File: config.mk
export PLATFORM = sky130hd
export DESIGN_NAME = lkpt_cell
export DESIGN_NICKNAME = d
export VERILOG_FILES = /design/src/lkpt_pkg.sv /design/src/lkpt_cell.sv
export SDC_FILE = /design/constraint.sdc
export NUM_CORES = 1
export LEC_CHECK = 0
export ABC_AREA = 1
export BUFFER_PORTS_ARGS = -buffer_cell sky130_fd_sc_hd__buf_2
export CAP_MARGIN = 20
export CORE_AREA = 2 2 236 238
export CTS_BUF_LIST = sky130_fd_sc_hd__clkbuf_8 sky130_fd_sc_hd__clkbuf_16
export CTS_CLUSTER_DIAMETER = 60
export DETAILED_ROUTE_END_ITERATION = 10
export DIE_AREA = 0 0 238 240
export PLACE_DENSITY = 0.45
export SETUP_SLACK_MARGIN = 0.05
export SKIP_CTS_REPAIR_TIMING = 1
export SLEW_MARGIN = 20
export SYNTH_ARGS = -nofsm -noshare
export SYNTH_HDL_FRONTEND = slang
export SYNTH_SLANG_ARGS = --single-unit
export TNS_END_PERCENT = 30
File: constraint.sdc
create_clock -name clk -period 1.42 [get_ports clk]
set_clock_uncertainty 0.1 [all_clocks]
set_input_delay 0.142 -clock clk [delete_from_list [all_inputs] [get_ports clk]]
set_output_delay 0.142 -clock clk [all_outputs]
set_load 0.005 [all_outputs]
File: src/lkpt_pkg.sv
`default_nettype none
package lkpt_pkg;

  localparam int SLOTS    = 8;
  localparam int LIST_MAX = 8;
  localparam int SLOT_W   = (SLOTS > 1) ? $clog2(SLOTS) : 1;
  localparam int CNT_W    = $clog2(SLOTS + LIST_MAX + 1);
  localparam int KEY_W    = 256;
  localparam int AUTH_W   = 8;
  localparam int REC_W    = 32;
  localparam int IN_W     = 264;
  localparam int OUT_W    = 304;

  typedef enum logic [1:0] {
    FUNC_RECORD  = 2'd0,
    FUNC_PROMOTE = 2'd1,
    FUNC_REMOVE  = 2'd2,
    FUNC_LIST    = 2'd3
  } func_t;

  typedef enum logic [1:0] {
    ST_OK        = 2'd0,
    ST_INVALID   = 2'd1,
    ST_NOT_FOUND = 2'd2,
    ST_EMPTY     = 2'd3
  } status_t;

  typedef enum logic [2:0] {
    S_IDLE,
    S_SCAN,
    S_APPLY,
    S_LCOUNT,
    S_LSEL,
    S_EMIT
  } state_t;

  typedef struct packed {
    logic              done;
    logic [SLOT_W-1:0] slot;
    logic [REC_W-1:0]  rec;
    logic [AUTH_W-1:0] auth;
    logic [KEY_W-1:0]  key;
  } entry_t;

  typedef struct packed {
    status_t           status;
    logic [2:0]        slot;
    logic [KEY_W-1:0]  key;
    logic [AUTH_W-1:0] auth;
    logic [REC_W-1:0]  rec;
    logic              last;
  } result_t;

endpackage
`default_nettype wire

File: src/lkpt_cell.sv
`default_nettype none
module lkpt_cell (
  input  wire                          clk,
  input  wire                          rst_n,
  input  wire [lkpt_pkg::SLOT_W-1:0]   init_slot,
  input  wire                          shift_en,
  input  wire lkpt_pkg::entry_t        d_in,
  output lkpt_pkg::entry_t             q,
  output logic                         valid
);

  lkpt_pkg::entry_t q_r;

  always_ff @(posedge clk) begin
    if (!rst_n) begin
      q_r.done <= 1'b0;
      q_r.slot <= init_slot;
      q_r.rec  <= '0;
      q_r.auth <= '0;
      q_r.key  <= '0;
    end else if (shift_en) begin
      q_r <= d_in;
    end
  end

  assign q     = q_r;
  assign valid = (q_r.key[7:0] != 8'd0);

endmodule
`default_nettype wire

==> results.py <==
metrics = {
    "outcome": {
        "outcome": "complete, but fails checks",
        "violations": "negative hold slack, negative setup slack",
    },
    "critical_path": {
        "crit_required_ns": 1.18,
        "start_kind": "flip-flop",
        "ff2ff_setup_slack_ns": 0.11,
        "critPathArrivalTime_ns": 1.28,
        "crit_fanout": 2,
        "end_kind": "output port",
        "path_class": "flip-flop to output port",
    },
    "global_route": {
        "grt-ovfl-total": 0,
        "grt_max_degree": 99,
        "antenna_found_initial": 1,
        "grtUsageTotal_pct": 13.6,
        "grt_first_pass_wirelength_mm": 60.4,
        "first_global_vias": 10600,
    },
    "detailed_routing": {
        "drcViolationCount": 0,
        "via_count": 12200,
        "ant_nets": 0,
        "routed_via_density": 4.10,
        "wl_per_cell_um": 15.0,
        "first_pass_iters": 5,
        "wl_mm": 44.7,
        "drtIter0Drc": 455,
    },
    "logic_synthesis": {
        "ys_seq_area_share_pct": 57.3,
        "syn_area_per_cell_um2": 8.05,
        "synth_cell_types": 13,
        "synthCells": 1309,
        "netlist_area_um2": 10500,
        "syn_nets": 1615,
        "yosys_warnings": 0,
        "synth_seq_cells": 300,
    },
    "pwr": {
        "leakagePower_nw": 10.2,
        "power.density_cell_area_nw_per_um2": 1190,
        "ir_worst_vdd_v": 0.000712,
    },
    "cells_and_area": {
        "seqCellArea_um2": 6050,
        "mostFrequentLayoutCells": "buf_2, nand2_1, dlygate4sd3_1",
        "area_growth_pct": 82.8,
        "finalNetCount": 2554,
        "fillers": 5630,
        "multiInputGateArea_um2": 3760,
        "final_common_cell": "buf_2",
        "antennaDiodeCount": 0,
        "largest_reg_flops": 300,
        "drive_above_1_share_pct": 33.0,
        "post-route-util_pct": 35.2,
    },
    "floorplanning": {
        "fp.dieW_um": 238,
        "dieArea_um2": 57100,
        "coreArea_um2": 54700,
        "die_h_um": 240,
        "io_pins": 607,
        "initial_core_util_pct": 19.3,
        "num_rows": 86,
    },
    "clock_network": {
        "clk_path_buf_depth": 3,
        "clk_latency_ns": 0.54,
        "path_clk_slew_ns": 0.06,
        "cts.sinks": 300,
        "tritoncts": "yes",
        "cts_buffers": 43,
        "htree_levels": 2,
        "root_buffer": "clkbuf_16",
    },
    "sta": {
        "min_period_ns": 1.52,
        "finalHoldViolCount": 1,
        "hold_ws_ns": -0.0113,
        "worst_slew_pin_slew_ns": 0.496,
        "rsz0062_at_grt": "yes",
        "setup_viol": 1,
        "fin_ws_ns": -0.0991,
        "slew_headroom_pct": 67.0,
        "final.period_utilization_pct": 107,
        "slew_viol_final": 0,
        "fmax_mhz": 658,
    },
    "placement": {
        "io_buffer_count": 606,
        "hpwl_mm": 30.8,
        "gp_congestion": 0.816,
        "place_ws_ns": 0.142,
    },
    "job": {
        "maxCapViolations": 0,
    },
    "worst_hold_path": {
        "hp-class": "input pin to flip-flop",
    },
}
==> Yosys cell counts <==
library cell / count / area (um2)
nand2_1: 596 / 2240
dfxtp_1: 297 / 5950
nand3_1: 289 / 1450
buf_2: 46 / 230
buf_6: 34 / 383
clkbuf_1: 12 / 45.0
inv_1: 12 / 45.0
o21ai_0: 10 / 50.1
buf_4: 6 / 45.0
edfxtp_1: 3 / 90.1
nor2_1: 2 / 7.51
inv_2: 1 / 3.75
o21ai_1: 1 / 5.00
==> per-stage QoR <==
step	setup TNS [ns]	instance area, um2	hold slack, ns	cells	total power [W]
6_report	-0.0991	19300	-0.0113	2986	0.0228
5_1_grt	-0.184	19300	0.00681	2986	0.0239
4_1_cts	-0.225	15800	-0.388	2646	0.0225
3_5_place_dp	0	14400	0.233	2567	0.0116
3_3_place_gp	0	14400	0.227	2567	0.0116
2_1_floorplan	0	10500	0.145	1309	0.0102
==> worst paths after layout <==
| check | startpoint | end | depth (start not counted) |
|---|---|---|---|
| max | q[6] | valid | 5 |
| min | rst_n | q[62] | 4 |
| max reg2reg | q[82] | q[82] | 3 |
| min reg2reg | q[104] | q[104] | 2 |
==> critical path, cell delays in order (launching register included) <==
cell and delay (ns):
dfxtp_2 0.33, inv_2 0.05, nand2_1 0.05, nor2_2 0.09, nand2_1 0.07, buf_2 0.13
==> cell families (layout without fill, tap and decap cells) <==
logic type,Yosys count,after routing,synth area share [%]
and+or+nand+nor,887,887,35.0
DFF,300,300,57.3
buffers and inverters,111,1084,7.14
AOI/OAI and AO/OA,11,11,0.523
==> layout make-up <==
class                   instances  share of cell area (%)
well taps                     704                    4.58
clock inverters                26                    1.16
inverters                      13                   0.331
repair buffers                992                    36.6
multi-input cells             898                    19.5
flip-flops and latches        300                    31.4
clock buffers                  53                    6.36
==> power breakdown <==
group	internal, W	leakage (nW)	switching (W)	total (W)
registers	0.00895	2.49	0.000258	0.00921
logic	0.00162	7.02	0.00136	0.00298
clock network	0.00654	0.745	0.00412	0.0107
total	0.0171	10.2	0.00574	0.0228
==> layer usage <==
layer	share of wire [%]	vias up	global-route usage, %
li1	-	6066	-
met1	40	5603	15.8
met2	49	485	22.9
met3	7.1	92	4.62
met4	3.3	2	5.47
met5	0.018	-	0
Note: power is estimated with default switching activity, not from simulation.
